==> src/bpt_pkg.sv <==
// ----------------------------------------------------------------------------
// bpt_pkg
// shared constants, command and status codes, and controller/datapath structs
// ----------------------------------------------------------------------------
`default_nettype none

package bpt_pkg;

    localparam int DEPTH_DEF = 64;
    localparam int KEY_BITS  = 16;

    localparam logic [2:0] CMD_ADD   = 3'd0;
    localparam logic [2:0] CMD_HAS   = 3'd1;
    localparam logic [2:0] CMD_FIND  = 3'd2;
    localparam logic [2:0] CMD_ALL   = 3'd3;
    localparam logic [2:0] CMD_RANGE = 3'd4;

    localparam logic [1:0] ST_OK     = 2'd0;
    localparam logic [1:0] ST_BEYOND = 2'd1;
    localparam logic [1:0] ST_EMPTY  = 2'd2;

    localparam logic REG_CHUNK = 1'b0;
    localparam logic REG_MASK  = 1'b1;

    typedef struct packed {
        logic load;
        logic div_start;
        logic div_sel;
        logic save_a;
        logic emit_single;
        logic scan_start;
        logic scan_run;
        logic emit_final;
    } ctl_t;

    typedef struct packed {
        logic [2:0] in_cmd;
        logic [2:0] cmd;
        logic       div_done;
        logic       scan_done;
        logic       out_free;
    } sts_t;

endpackage

`default_nettype wire

==> src/bpt_div.sv <==
// ----------------------------------------------------------------------------
// bpt_div
// restoring divider, 32-bit dividend by 16-bit divisor, one bit per cycle
// ----------------------------------------------------------------------------
`default_nettype none

module bpt_div (
    input  wire logic        clk,
    input  wire logic        rst_n,
    input  wire logic        start,
    input  wire logic [31:0] dividend,
    input  wire logic [15:0] divisor,
    output logic             done,
    output logic [31:0]      quotient
);

    logic [31:0] quo_reg, quo_next;
    logic [15:0] rem_reg, rem_next;
    logic [15:0] den_reg;
    logic [4:0]  cnt_reg;
    logic        run_reg;
    logic        done_reg;
    logic [16:0] trial;
    logic [16:0] diff;

    always_comb
    begin
        trial = {rem_reg, quo_reg[31]};
        diff  = trial - {1'b0, den_reg};
        if (trial >= {1'b0, den_reg})
        begin
            rem_next = diff[15:0];
            quo_next = {quo_reg[30:0], 1'b1};
        end
        else
        begin
            rem_next = trial[15:0];
            quo_next = {quo_reg[30:0], 1'b0};
        end
    end

    always_ff @(posedge clk or negedge rst_n)
    begin
        if (!rst_n)
        begin
            run_reg  <= 1'b0;
            done_reg <= 1'b0;
            cnt_reg  <= '0;
        end
        else
        begin
            done_reg <= 1'b0;
            if (start)
            begin
                run_reg <= 1'b1;
                cnt_reg <= '0;
            end
            else if (run_reg)
            begin
                cnt_reg <= cnt_reg + 5'd1;
                if (cnt_reg == 5'd31)
                begin
                    run_reg  <= 1'b0;
                    done_reg <= 1'b1;
                end
            end
        end
    end

    always_ff @(posedge clk)
    begin
        if (start)
        begin
            quo_reg <= dividend;
            rem_reg <= '0;
            den_reg <= (divisor == 16'd0) ? 16'd1 : divisor;
        end
        else if (run_reg)
        begin
            quo_reg <= quo_next;
            rem_reg <= rem_next;
        end
    end

    assign done     = done_reg;
    assign quotient = quo_reg;

endmodule

`default_nettype wire

==> src/bpt_dp.sv <==
// ----------------------------------------------------------------------------
// bpt_dp
// datapath: key memory, valid bits, counters, bucket scan and result register
// ----------------------------------------------------------------------------
`default_nettype none

module bpt_dp #(
    parameter int DEPTH = bpt_pkg::DEPTH_DEF,
    localparam int IW = $clog2(DEPTH),
    localparam int CW = $clog2(DEPTH + 1)
) (
    input  wire logic                          clk,
    input  wire logic                          rst_n,
    input  wire bpt_pkg::ctl_t                 ctl,
    output bpt_pkg::sts_t                      sts,
    input  wire logic [2:0]                    command,
    input  wire logic [31:0]                   meters,
    input  wire logic [bpt_pkg::KEY_BITS-1:0]  site_key,
    input  wire logic [31:0]                   range_from,
    input  wire logic [31:0]                   range_to,
    input  wire logic [15:0]                   chunk_length,
    input  wire logic [bpt_pkg::KEY_BITS-1:0]  compare_mask,
    input  wire logic                          out_stall,
    output logic                               out_valid,
    output logic [1:0]                         status,
    output logic                               present,
    output logic [31:0]                        position_m,
    output logic [bpt_pkg::KEY_BITS-1:0]       site_out,
    output logic [CW-1:0]                      stored_count,
    output logic                               last_flag
);

    localparam int KB = bpt_pkg::KEY_BITS;

    logic [KB-1:0] key_mem [DEPTH];

    logic [2:0]       cmd_reg;
    logic [KB-1:0]    key_reg;
    logic [31:0]      from_reg;
    logic [31:0]      to_reg;
    logic [31:0]      qa_reg;
    logic [DEPTH-1:0] valid_reg;
    logic [CW-1:0]    extent_reg;
    logic [CW-1:0]    total_reg, total_next;

    logic [IW-1:0]    ptr_reg;
    logic [IW-1:0]    hi_reg;
    logic             issue_on_reg;
    logic             rd_pend_reg;
    logic [IW-1:0]    rd_idx_reg;
    logic [KB-1:0]    rd_data_reg;
    logic             pend_valid_reg;
    logic [KB-1:0]    pend_key_reg;
    logic             found_reg;
    logic [31:0]      found_pos_reg;

    logic             out_valid_reg;
    logic [1:0]       status_reg;
    logic             present_reg;
    logic [31:0]      position_reg;
    logic [KB-1:0]    site_reg;
    logic [CW-1:0]    count_reg;
    logic             last_reg;

    logic [31:0]      dividend;
    logic             div_done;
    logic [31:0]      div_q;
    logic [15:0]      chunk_eff;

    logic [IW-1:0]    a_idx;
    logic             a_in;
    logic             add_now;
    logic             has_hit;
    logic [CW-1:0]    ext_cand;
    logic             is_find;
    logic             hit;
    logic             hold;
    logic             list_emit;
    logic             out_free;
    logic             scan_empty;
    logic [IW-1:0]    scan_lo;
    logic [IW-1:0]    scan_hi;

    assign chunk_eff = (chunk_length == 16'd0) ? 16'd1 : chunk_length;

    always_comb
    begin
        if (ctl.div_sel)
            dividend = to_reg;
        else if (command == bpt_pkg::CMD_RANGE)
            dividend = range_from;
        else
            dividend = meters;
    end

    bpt_div u_div (
        .clk      (clk),
        .rst_n    (rst_n),
        .start    (ctl.div_start),
        .dividend (dividend),
        .divisor  (chunk_length),
        .done     (div_done),
        .quotient (div_q)
    );

    // single-item commands work on the saved bucket
    assign a_idx   = qa_reg[IW-1:0];
    assign a_in    = qa_reg < 32'(DEPTH);
    assign add_now = ctl.emit_single && (cmd_reg == bpt_pkg::CMD_ADD) && a_in;
    assign has_hit = (qa_reg < 32'(extent_reg)) && valid_reg[a_idx];
    assign ext_cand = CW'(a_idx) + CW'(1);
    assign total_next = (add_now && !valid_reg[a_idx]) ? total_reg + CW'(1) : total_reg;

    // scan bounds
    always_comb
    begin
        if (cmd_reg == bpt_pkg::CMD_RANGE)
        begin
            scan_empty = !((from_reg <= to_reg) && (div_q < 32'(extent_reg)));
            scan_lo    = qa_reg[IW-1:0];
            scan_hi    = div_q[IW-1:0];
        end
        else
        begin
            scan_empty = (extent_reg == '0);
            scan_lo    = '0;
            scan_hi    = IW'(extent_reg - CW'(1));
        end
    end

    assign out_free  = !out_valid_reg || !out_stall;
    assign is_find   = (cmd_reg == bpt_pkg::CMD_FIND);
    assign hit       = rd_pend_reg && valid_reg[rd_idx_reg]
                       && (!is_find || (((rd_data_reg ^ key_reg) & compare_mask) == '0));
    // a list hit pushes out the previous key, so it waits for the result register
    assign hold      = hit && !is_find && pend_valid_reg && !out_free;
    assign list_emit = ctl.scan_run && hit && !is_find && pend_valid_reg && out_free;

    always_ff @(posedge clk or negedge rst_n)
    begin
        if (!rst_n)
        begin
            valid_reg  <= '0;
            extent_reg <= '0;
            total_reg  <= '0;
        end
        else if (add_now)
        begin
            valid_reg[a_idx] <= 1'b1;
            total_reg        <= total_next;
            if (ext_cand > extent_reg)
                extent_reg <= ext_cand;
        end
    end

    always_ff @(posedge clk or negedge rst_n)
    begin
        if (!rst_n)
        begin
            issue_on_reg   <= 1'b0;
            rd_pend_reg    <= 1'b0;
            pend_valid_reg <= 1'b0;
            found_reg      <= 1'b0;
        end
        else if (ctl.load)
        begin
            issue_on_reg   <= 1'b0;
            rd_pend_reg    <= 1'b0;
            pend_valid_reg <= 1'b0;
            found_reg      <= 1'b0;
        end
        else if (ctl.scan_start)
        begin
            issue_on_reg <= !scan_empty;
            rd_pend_reg  <= 1'b0;
        end
        else if (ctl.scan_run && !hold)
        begin
            if (hit && is_find)
            begin
                found_reg    <= 1'b1;
                issue_on_reg <= 1'b0;
                rd_pend_reg  <= 1'b0;
            end
            else
            begin
                if (hit)
                    pend_valid_reg <= 1'b1;
                rd_pend_reg <= issue_on_reg;
                if (issue_on_reg && (ptr_reg == hi_reg))
                    issue_on_reg <= 1'b0;
            end
        end
    end

    always_ff @(posedge clk)
    begin
        if (ctl.load)
        begin
            cmd_reg  <= command;
            key_reg  <= site_key;
            from_reg <= range_from;
            to_reg   <= range_to;
        end
        if (ctl.save_a)
            qa_reg <= div_q;
        if (add_now)
            key_mem[a_idx] <= key_reg;
        if (ctl.scan_start)
        begin
            ptr_reg <= scan_lo;
            hi_reg  <= scan_hi;
        end
        else if (ctl.scan_run && !hold)
        begin
            if (hit && is_find)
                found_pos_reg <= 32'(rd_idx_reg) * 32'(chunk_eff);
            else
            begin
                if (hit)
                    pend_key_reg <= rd_data_reg;
                if (issue_on_reg)
                begin
                    rd_data_reg <= key_mem[ptr_reg];
                    rd_idx_reg  <= ptr_reg;
                    ptr_reg     <= ptr_reg + IW'(1);
                end
            end
        end
    end

    // result register
    always_ff @(posedge clk or negedge rst_n)
    begin
        if (!rst_n)
            out_valid_reg <= 1'b0;
        else if (ctl.emit_single || ctl.emit_final || list_emit)
            out_valid_reg <= 1'b1;
        else if (!out_stall)
            out_valid_reg <= 1'b0;
    end

    always_ff @(posedge clk)
    begin
        if (ctl.emit_single)
        begin
            present_reg  <= 1'b0;
            position_reg <= '0;
            site_reg     <= '0;
            count_reg    <= total_next;
            last_reg     <= 1'b1;
            case (cmd_reg)
                bpt_pkg::CMD_ADD:
                begin
                    status_reg <= a_in ? bpt_pkg::ST_OK : bpt_pkg::ST_BEYOND;
                end
                bpt_pkg::CMD_HAS:
                begin
                    status_reg  <= bpt_pkg::ST_OK;
                    present_reg <= has_hit;
                end
                default:
                begin
                    status_reg <= bpt_pkg::ST_EMPTY;
                end
            endcase
        end
        else if (list_emit)
        begin
            status_reg   <= bpt_pkg::ST_OK;
            present_reg  <= 1'b0;
            position_reg <= '0;
            site_reg     <= pend_key_reg;
            count_reg    <= total_reg;
            last_reg     <= 1'b0;
        end
        else if (ctl.emit_final)
        begin
            present_reg  <= 1'b0;
            count_reg    <= total_reg;
            last_reg     <= 1'b1;
            position_reg <= '0;
            site_reg     <= '0;
            if (is_find)
            begin
                status_reg <= found_reg ? bpt_pkg::ST_OK : bpt_pkg::ST_EMPTY;
                if (found_reg)
                    position_reg <= found_pos_reg;
            end
            else
            begin
                status_reg <= pend_valid_reg ? bpt_pkg::ST_OK : bpt_pkg::ST_EMPTY;
                if (pend_valid_reg)
                    site_reg <= pend_key_reg;
            end
        end
    end

    assign sts.in_cmd    = command;
    assign sts.cmd       = cmd_reg;
    assign sts.div_done  = div_done;
    assign sts.scan_done = !issue_on_reg && !rd_pend_reg;
    assign sts.out_free  = out_free;

    assign out_valid    = out_valid_reg;
    assign status       = status_reg;
    assign present      = present_reg;
    assign position_m   = position_reg;
    assign site_out     = site_reg;
    assign stored_count = count_reg;
    assign last_flag    = last_reg;

endmodule

`default_nettype wire

==> src/bpt_ctrl.sv <==
// ----------------------------------------------------------------------------
// bpt_ctrl
// command sequencer: division, single-result steps, bucket scan and final item
// ----------------------------------------------------------------------------
`default_nettype none

module bpt_ctrl (
    input  wire logic          clk,
    input  wire logic          rst_n,
    input  wire logic          in_valid,
    output logic               in_stall,
    input  wire bpt_pkg::sts_t sts,
    output bpt_pkg::ctl_t      ctl
);

    typedef enum logic [6:0] {
        S_IDLE  = 7'b0000001,
        S_DIV1  = 7'b0000010,
        S_DIV2  = 7'b0000100,
        S_EXEC  = 7'b0001000,
        S_SSTRT = 7'b0010000,
        S_SCAN  = 7'b0100000,
        S_FLUSH = 7'b1000000
    } state_t;

    state_t state_reg, state_next;

    always_comb
    begin
        state_next = state_reg;
        ctl        = '0;
        case (state_reg)
            S_IDLE:
            begin
                if (in_valid)
                begin
                    ctl.load = 1'b1;
                    case (sts.in_cmd)
                        bpt_pkg::CMD_ADD, bpt_pkg::CMD_HAS, bpt_pkg::CMD_RANGE:
                        begin
                            ctl.div_start = 1'b1;
                            state_next    = S_DIV1;
                        end
                        bpt_pkg::CMD_FIND, bpt_pkg::CMD_ALL:
                        begin
                            state_next = S_SSTRT;
                        end
                        default:
                        begin
                            state_next = S_EXEC;
                        end
                    endcase
                end
            end
            S_DIV1:
            begin
                if (sts.div_done)
                begin
                    ctl.save_a = 1'b1;
                    if (sts.cmd == bpt_pkg::CMD_RANGE)
                    begin
                        ctl.div_start = 1'b1;
                        ctl.div_sel   = 1'b1;
                        state_next    = S_DIV2;
                    end
                    else
                        state_next = S_EXEC;
                end
            end
            S_DIV2:
            begin
                ctl.div_sel = 1'b1;
                if (sts.div_done)
                    state_next = S_SSTRT;
            end
            S_EXEC:
            begin
                if (sts.out_free)
                begin
                    ctl.emit_single = 1'b1;
                    state_next      = S_IDLE;
                end
            end
            S_SSTRT:
            begin
                ctl.scan_start = 1'b1;
                state_next     = S_SCAN;
            end
            S_SCAN:
            begin
                if (sts.scan_done)
                    state_next = S_FLUSH;
                else
                    ctl.scan_run = 1'b1;
            end
            S_FLUSH:
            begin
                if (sts.out_free)
                begin
                    ctl.emit_final = 1'b1;
                    state_next     = S_IDLE;
                end
            end
            default:
            begin
                state_next = S_IDLE;
            end
        endcase
    end

    always_ff @(posedge clk or negedge rst_n)
    begin
        if (!rst_n)
            state_reg <= S_IDLE;
        else
            state_reg <= state_next;
    end

    assign in_stall = (state_reg != S_IDLE);

endmodule

`default_nettype wire

==> src/bucketed_position_table.sv <==
// ----------------------------------------------------------------------------
// bucketed_position_table
// site keys stored by position bucket, with add, has, find and list commands
// ----------------------------------------------------------------------------
// one item at a time; the next item is taken while the last result waits
// add, has: result follows the 32-step bucket divider
// find, list all: one key memory read per cycle while no list result waits
// list range: two divisions, then the scan
// reset clears valid bits, extent and entry count; key memory is not cleared
`default_nettype none

module bucketed_position_table #(
    parameter int DEPTH = bpt_pkg::DEPTH_DEF,
    localparam int CW = $clog2(DEPTH + 1)
) (
    input  wire logic                          clk,
    input  wire logic                          rst_n,
    input  wire logic                          psel,
    input  wire logic                          penable,
    input  wire logic                          pwrite,
    input  wire logic [2:0]                    paddr,
    input  wire logic [31:0]                   pwdata,
    output logic [31:0]                        prdata,
    output logic                               pready,
    input  wire logic                          in_valid,
    output logic                               in_stall,
    input  wire logic [2:0]                    command,
    input  wire logic [31:0]                   meters,
    input  wire logic [bpt_pkg::KEY_BITS-1:0]  site_key,
    input  wire logic [31:0]                   range_from,
    input  wire logic [31:0]                   range_to,
    output logic                               out_valid,
    input  wire logic                          out_stall,
    output logic [1:0]                         status,
    output logic                               present,
    output logic [31:0]                        position_m,
    output logic [bpt_pkg::KEY_BITS-1:0]       site_out,
    output logic [CW-1:0]                      stored_count,
    output logic                               last_flag
);

    logic [15:0]                     chunk_reg;
    logic [bpt_pkg::KEY_BITS-1:0]    mask_reg;
    logic                            wr_en;
    bpt_pkg::ctl_t                   ctl;
    bpt_pkg::sts_t                   sts;

    assign pready = 1'b1;
    assign wr_en  = psel && penable && pwrite && pready;

    always_ff @(posedge clk or negedge rst_n)
    begin
        if (!rst_n)
        begin
            chunk_reg <= 16'd1;
            mask_reg  <= '1;
        end
        else if (wr_en)
        begin
            if (paddr[2] == bpt_pkg::REG_CHUNK)
                chunk_reg <= pwdata[15:0];
            else
                mask_reg <= pwdata[bpt_pkg::KEY_BITS-1:0];
        end
    end

    assign prdata = (paddr[2] == bpt_pkg::REG_MASK) ? 32'(mask_reg) : 32'(chunk_reg);

    bpt_ctrl u_ctrl (
        .clk      (clk),
        .rst_n    (rst_n),
        .in_valid (in_valid),
        .in_stall (in_stall),
        .sts      (sts),
        .ctl      (ctl)
    );

    bpt_dp #(
        .DEPTH (DEPTH)
    ) u_dp (
        .clk          (clk),
        .rst_n        (rst_n),
        .ctl          (ctl),
        .sts          (sts),
        .command      (command),
        .meters       (meters),
        .site_key     (site_key),
        .range_from   (range_from),
        .range_to     (range_to),
        .chunk_length (chunk_reg),
        .compare_mask (mask_reg),
        .out_stall    (out_stall),
        .out_valid    (out_valid),
        .status       (status),
        .present      (present),
        .position_m   (position_m),
        .site_out     (site_out),
        .stored_count (stored_count),
        .last_flag    (last_flag)
    );

endmodule

`default_nettype wire

==> config.mk <==
export PLATFORM = sky130hd
export DESIGN_NAME = bucketed_position_table
export DESIGN_NICKNAME = d
export VERILOG_FILES = /design/src/bpt_pkg.sv /design/src/bpt_div.sv /design/src/bpt_dp.sv /design/src/bpt_ctrl.sv /design/src/bucketed_position_table.sv
export SDC_FILE = /design/constraint.sdc
export NUM_CORES = 2
export LEC_CHECK = 0
export ABC_AREA = 1
export BUFFER_PORTS_ARGS = -buffer_cell sky130_fd_sc_hd__buf_2
export CAP_MARGIN = 20
export CORE_ASPECT_RATIO = 0.5
export CORE_MARGIN = 4
export CORE_UTILIZATION = 52
export DETAILED_ROUTE_END_ITERATION = 8
export MAX_ROUTING_LAYER = met4
export PLACE_DENSITY = 0.69
export SYNTH_ARGS = -nofsm -noshare
export SYNTH_HDL_FRONTEND = slang
export SYNTH_SLANG_ARGS = --single-unit
export TNS_END_PERCENT = 100
==> constraint.sdc <==
create_clock -name clk -period 11.8 [get_ports clk]
set_input_delay 1.18 -clock clk [delete_from_list [all_inputs] [get_ports clk]]
set_output_delay 1.18 -clock clk [all_outputs]
set_load 0.01 [all_outputs]
# == Word-level counts from Yosys, hierarchy flattened ==
# Memory sizes are Yosys's and may differ from the RTL's. A register that Yosys moved wholly into a read port is not among the register bits.
# Index checks and enable logic that the tools add are counted.
# totals
output_inout_bits,94
latch_bits,0
mem_bits_ro,0
wordCells,244
regBits,423
mem_count,1
ram_bits,1024
inputBits,157
# memory_table
memory,words,width,read_ports,rd_ports_with_merged_regs,wr,line,source
u_dp.key_mem,64,16,1,1,1,bpt_dp.sv:35,logic [KB-1:0] key_mem [DEPTH];
# classes
n_div,0
muxes,97
n_reduce_logical,65
n_shift,0
mul,1
addsub,6
bitwise_logic,6
eq_ne,26
magnitude_cmp,9
# ops
op,count
32-bit two-way mux,5
16-bit two-way mux,7
32-bit by 7-bit < comparator with 1-bit output,2
64-bit OR,1
7-bit two-way mux,9
1-bit two-way mux,49
7-bit one-hot mux with 6 select lines,1
6-bit two-way mux,6
32-bit <= comparator,1
16-bit logical NOT,2
32-bit by 7-bit < comparator with 1-bit output (second input constant),1
6-bit by 16-bit multiplier with 22-bit output,1
22-bit two-way mux,1
1-bit logical AND,21
17-bit by 16-bit greater-or-equal comparator with 1-bit output,1
16-bit bitwise AND,1
2-bit two-way mux,8
16-bit subtractor,1
16-bit XOR,1
6-bit by 7-bit < comparator with 1-bit output (second input constant),2
2-bit nonzero test,7
1-bit binary-select mux with 6-bit select,2
4-bit AND reduction,3
1-bit logical NOT,10
other kinds (40),67

# == Longest topological paths before layout ==
# logic_depth
depth_word,13
depth_mapped,22
mapped_depth_nobuf,21

# == Hierarchy ==
# From an unflattened synthesis, not the netlist that was laid out.
# unflattened
hier_cells,5643
hier_area_um2,63822.5
# modules_own_cells
mod,seq_area_each_um2,cells_per_inst,n_inst,area_each_um2
bpt_dp,39522.9,4811,1,57432.6
bpt_div,1936.9,530,1,4162.7
bucketed_position_table,822.0,213,1,1649.1
bpt_ctrl,176.4,89,1,578.1

# == Worst setup path before layout ==
# No wires, ideal clock.
# synth_timing
path_type,reg-to-reg
from,register u_dp.rd_idx_reg[2]
to,"register u_dp.found_pos_reg[18], data pin"
period_less_slack_ps,4323
path_stages_with_launch,19
path_slack_ps,7477
t_required_ps,11535
path_buffers,3
setup_ps,265
arrival_time_ps,4058
path_cell_list,edfxtp_1 > clkbuf_1 > buf_2 > buf_1 > nand2_1 > fa_1 > fa_1 > fa_1 > inv_1 > ha_1 > nand2_1 > nor2_1 > o21ai_0 > o211ai_1 > nor2_1 > o21ai_0 > nand2_1 > o21ai_0 > xor2_1
# synth_via
elab_chain_cells,1
# synth_lines
element,line,source
"start, declared",bpt_dp.sv:50,logic [IW-1:0] rd_idx_reg;
"start signal, assigned",bpt_dp.sv:225,rd_idx_reg <= ptr_reg;
6-bit by 16-bit multiplier with 22-bit output,bpt_dp.sv:217,found_pos_reg <= 32'(rd_idx_reg) * 32'(chunk_eff);
"end signal, assigned",bpt_dp.sv:217,
"end, declared",bpt_dp.sv:55,logic [31:0] found_pos_reg;
# Every way passes these cells.
# A chain may end at the register's enable or synchronous reset.

# == Final worst setup path ==
# layout_timing
from,register chunk_reg[13]
to,"register u_dp.found_pos_reg[18], data pin"
# layout_via
elab_chain_cells,3
# layout_lines
element,line,source
"start, declared",bucketed_position_table.sv:42,logic [15:0] chunk_reg;
"start signal, assigned",bucketed_position_table.sv:61,chunk_reg <= pwdata[15:0];
16-bit logical NOT,bpt_dp.sv:84,assign chunk_eff = (chunk_length == 16'd0) ? 16'd1 : chunk_length;
16-bit two-way mux,--,
via u_dp.chunk_eff[0],bpt_dp.sv:68,logic [15:0] chunk_eff;
6-bit by 16-bit multiplier with 22-bit output,bpt_dp.sv:217,
# The timed path passes the listed nets, and every way through them passes these cells.

==> impl_results.md <==
- Period minus WS final: just under 5 ns
- Area of the multi-input gates: 17870 µm²
- HP Start: u_dp.position_m[17]
- Synth Area in XOR/XNOR: less than 1%
- Pint: between 9 and 10 mW
- Max Cap Viol: 0
- Global-route wire length before repair: ~250000 µm
- Final period util: 41.28%
- Number of buffers created by CTS: 130
- Avg WL per Cell: 23.48 µm
- Tot GR Track Use: between 20% and 30%
- EDFF count, synth: approximately 1300
- Worst-skew pair later-pin latency: roughly 0.77 ns
- DRT antenna net count: 0
- Hold/Removal Path Class: register to register
- Via density: between 6 and 7
- YS warnings: 0
- Clk slew on worst S/H paths: approximately 0.060 ns
- Fillers: between 9000 and 10000
- Setup violators final: 0
- Initial antenna violation count: 4
- Row Count: 90
- Die Height: 254.4 µm
- Register area share after synthesis: about two thirds
- Root Driver: clkbuf_16
- Gate Count Post-Synth: about 5500
- Core box area: 120600 µm²
- H-tree level count: 4
- CTS Buffer Depth: 3
- Critical Path AT: about 5.4 ns
- Mapped Area: about 63000 µm²
- Adder-cell share of the synthesized area: a little under 4%
- CP max FO: 10
- CTS tree: yes
- Post-synthesis compound-gate area fraction: 11.19%
- CTS resizes: 0
- Most frequent cells in the layout: edfxtp_1 (1269), nand2_1 (739), nor2_1 (704)
- Die width: 500.9 µm
- WL final: 171500 µm
- Status: complete, but fails checks
- DR vias: 44140
- Number of remaining DRC errors: 2
- Clock power frac: 33.9%
- Failing checks: design-rule violations
- Setup TNS: 0 ns
- Synth async-reset ratio: 8.878%
- Combinational family with the most area after synthesis: simple AND/OR/NAND/NOR gates
- Nets: approximately 5900
- Ys flop type: edfxtp_1
- Pins Over Slew Limit: 0
- Most common cell after layout, fill and taps aside: edfxtp_1
- Startpoint types: register
- Multiplexer share of the synthesized area: less than 1%
- Combinational share of power: about 16%
- Sequential power share: 49.9%
- Critical path type: register to register
- Largest net degree at the start of global routing: 260
- Number of setup buffers added after CTS: 0
- Skew final: 0.03057 ns
- Sequential Area: ~42000 µm²
- Crit end category: register
- Placed insts: between 7000 and 8000
- Layout cells sized above 1: about a tenth
- IO Pins: approximately 250
- GR Overflow Total: 0
- Final Hold Vio Count: 0
- Vias in the first global route: 42190
- Simple-gate share of the synthesized area: 12.29%
- Average cell area after synthesis: between 10 and 15 µm²
- PortBufs: around 210
- Power Total: ~13 mW
- Post-synthesis register bit count: between 1000 and 1500
- CP Data Required Time: around 12 ns
- Hold buffer count at CTS: 0
- Cell Pwr Density: ~180 nW/µm²
- DR iter-0 viols: roughly 5900
- Peak Freq: a little over 200 MHz
- Slew HR: approximately 18%
- DP HPWL: approximately 100000 µm
- Reg-to-Reg Start: chunk_reg[13]
- Slew @ Worst Pin: around 1.2 ns
- Non-Filler Instances: between 7000 and 8000
- Leak: between 20 and 30 nW
- Max reg flops: about 1000
- First-pass DRT Iterations: 8
- Num Clock Sinks: around 1500
- GP Congestion: a little over 0.9
- Die footprint: around 130000 µm²
- Library cells used by synthesis: 60
- Sw frac: ~28%
- Hold Slack: roughly 0.45 ns
- Syn-to-layout area delta: 10.87%
- Crit path from: chunk_reg[13]
- P_sw: 3.508 mW
- Initial core utilization: 52.37%
- RSZ-0062 raised after global routing: no
- Max VDD drop: approximately 0.16 mV
## worst max-delay path, stage by stage (launching register included)
cell and delay (ns):
dfrtp_1 0.55, nor4_1 0.33, nand4_1 0.12, nand2_1 0.23, nand2_1 0.12, fa_1 0.54, fa_1 0.54, fa_1 0.55
inv_1 0.04, ha_1 0.36, a21oi_1 0.20, nor2_1 0.06, o21ai_0 0.16, o211ai_1 0.13, nor2_1 0.18, o21ai_0 0.16
nand2_1 0.11, o21ai_0 0.10, xor2_1 0.15
## final timing paths
kind                                                to  slack [ns]  cells past startpoint
worst max-delay path            u_dp.found_pos_reg[18]        6.93                     18
worst min-delay path               u_dp.position_m[17]        0.45                      2
worst max register to register  u_dp.found_pos_reg[18]        6.93                     18
worst min register to register     u_dp.position_m[17]        0.45                      2
max in group asynchronous           u_dp.valid_reg[53]       10.04                      2
min in group asynchronous                 chunk_reg[5]        0.50                      1
## power groups by stage
stage	Clock (mW)	Combinational (mW)	Sequential [mW]
2_1_floorplan	0	1.30	6.43
3_3_place_gp	0	1.96	6.39
3_5_place_dp	0	2.02	6.40
4_1_cts	4.31	2.04	6.30
5_1_grt	4.54	2.30	6.32
6_report	4.27	2.05	6.30
## stage by stage
stage                     setup slack, ns  area (µm²)  util, %
final                               6.928       70020    58.06
after global routing                6.512       70020    58.06
after CTS                           6.917       69970    58.01
after detailed placement            6.944       65740    54.51
after global placement              6.956       65680    54.46
after floorplan                     7.477       63250        -
## cell usage after synthesis (all sizes together), types with 3 or more instances
cell type | n | area share [%]
a31oi | 3 | 0.030
dfstp | 18 | 0.75
nor4 | 28 | 0.32
o21bai | 6 | 0.071
nand3 | 179 | 1.5
o2111ai | 7 | 0.097
inv | 365 | 2.2
or2 | 26 | 0.26
a21o | 4 | 0.048
and3 | 3 | 0.030
dfxtp | 55 | 1.7
xor2 | 34 | 0.47
a21oi | 130 | 1.0
o221ai | 100 | 1.4
nor3 | 22 | 0.18
nand2 | 748 | 4.5
dfrtp | 111 | 4.4
edfxtp | 1269 | 60
a22o | 3 | 0.042
nor2 | 717 | 4.3
clkbuf | 275 | 1.6
o211ai | 75 | 0.89
nor3b | 3 | 0.036
o21ai | 688 | 5.5
ha | 105 | 2.1
o22ai | 182 | 1.8
xnor2 | 14 | 0.19
buf | 90 | 0.87
o21a | 4 | 0.048
nand4 | 106 | 1.1
a22oi | 11 | 0.13
fa | 58 | 1.8
nand3b | 10 | 0.12
## cell type report
type,instances,share of cell area [%]
Timing Repair Buffer,326,2.939
Inverter,366,1.983
Tap cell,1610,2.877
Clock buffer,161,4.994
Sequential cell,1453,60.63
Clock inverter,77,1.043
Antenna cell,4,0.01429
Multi-Input combinational cell,3307,25.52
## metal layers
metal,routed length [µm],vias up,global-route usage [%]
met5,0,-,-
met4,5836,0,9.492
met3,17370,327,4.935
met2,79140,2237,41.54
met1,69120,21890,36.79
li1,-,19690,-
## logic make-up (layout without fill, tap and decap cells)
kind of cell               count (synthesis)  in the layout
and+or+nand+nor                         1844           1844
DFF                                     1453           1453
AOI/OAI and AO/OA                       1224           1224
buffers and inverters                    731            930
adders and majority gates                163            163
xor gates and xnor gates                  48             48
other                                      2             31
muxes                                      1              1
(Power assumes the default switching activity.)
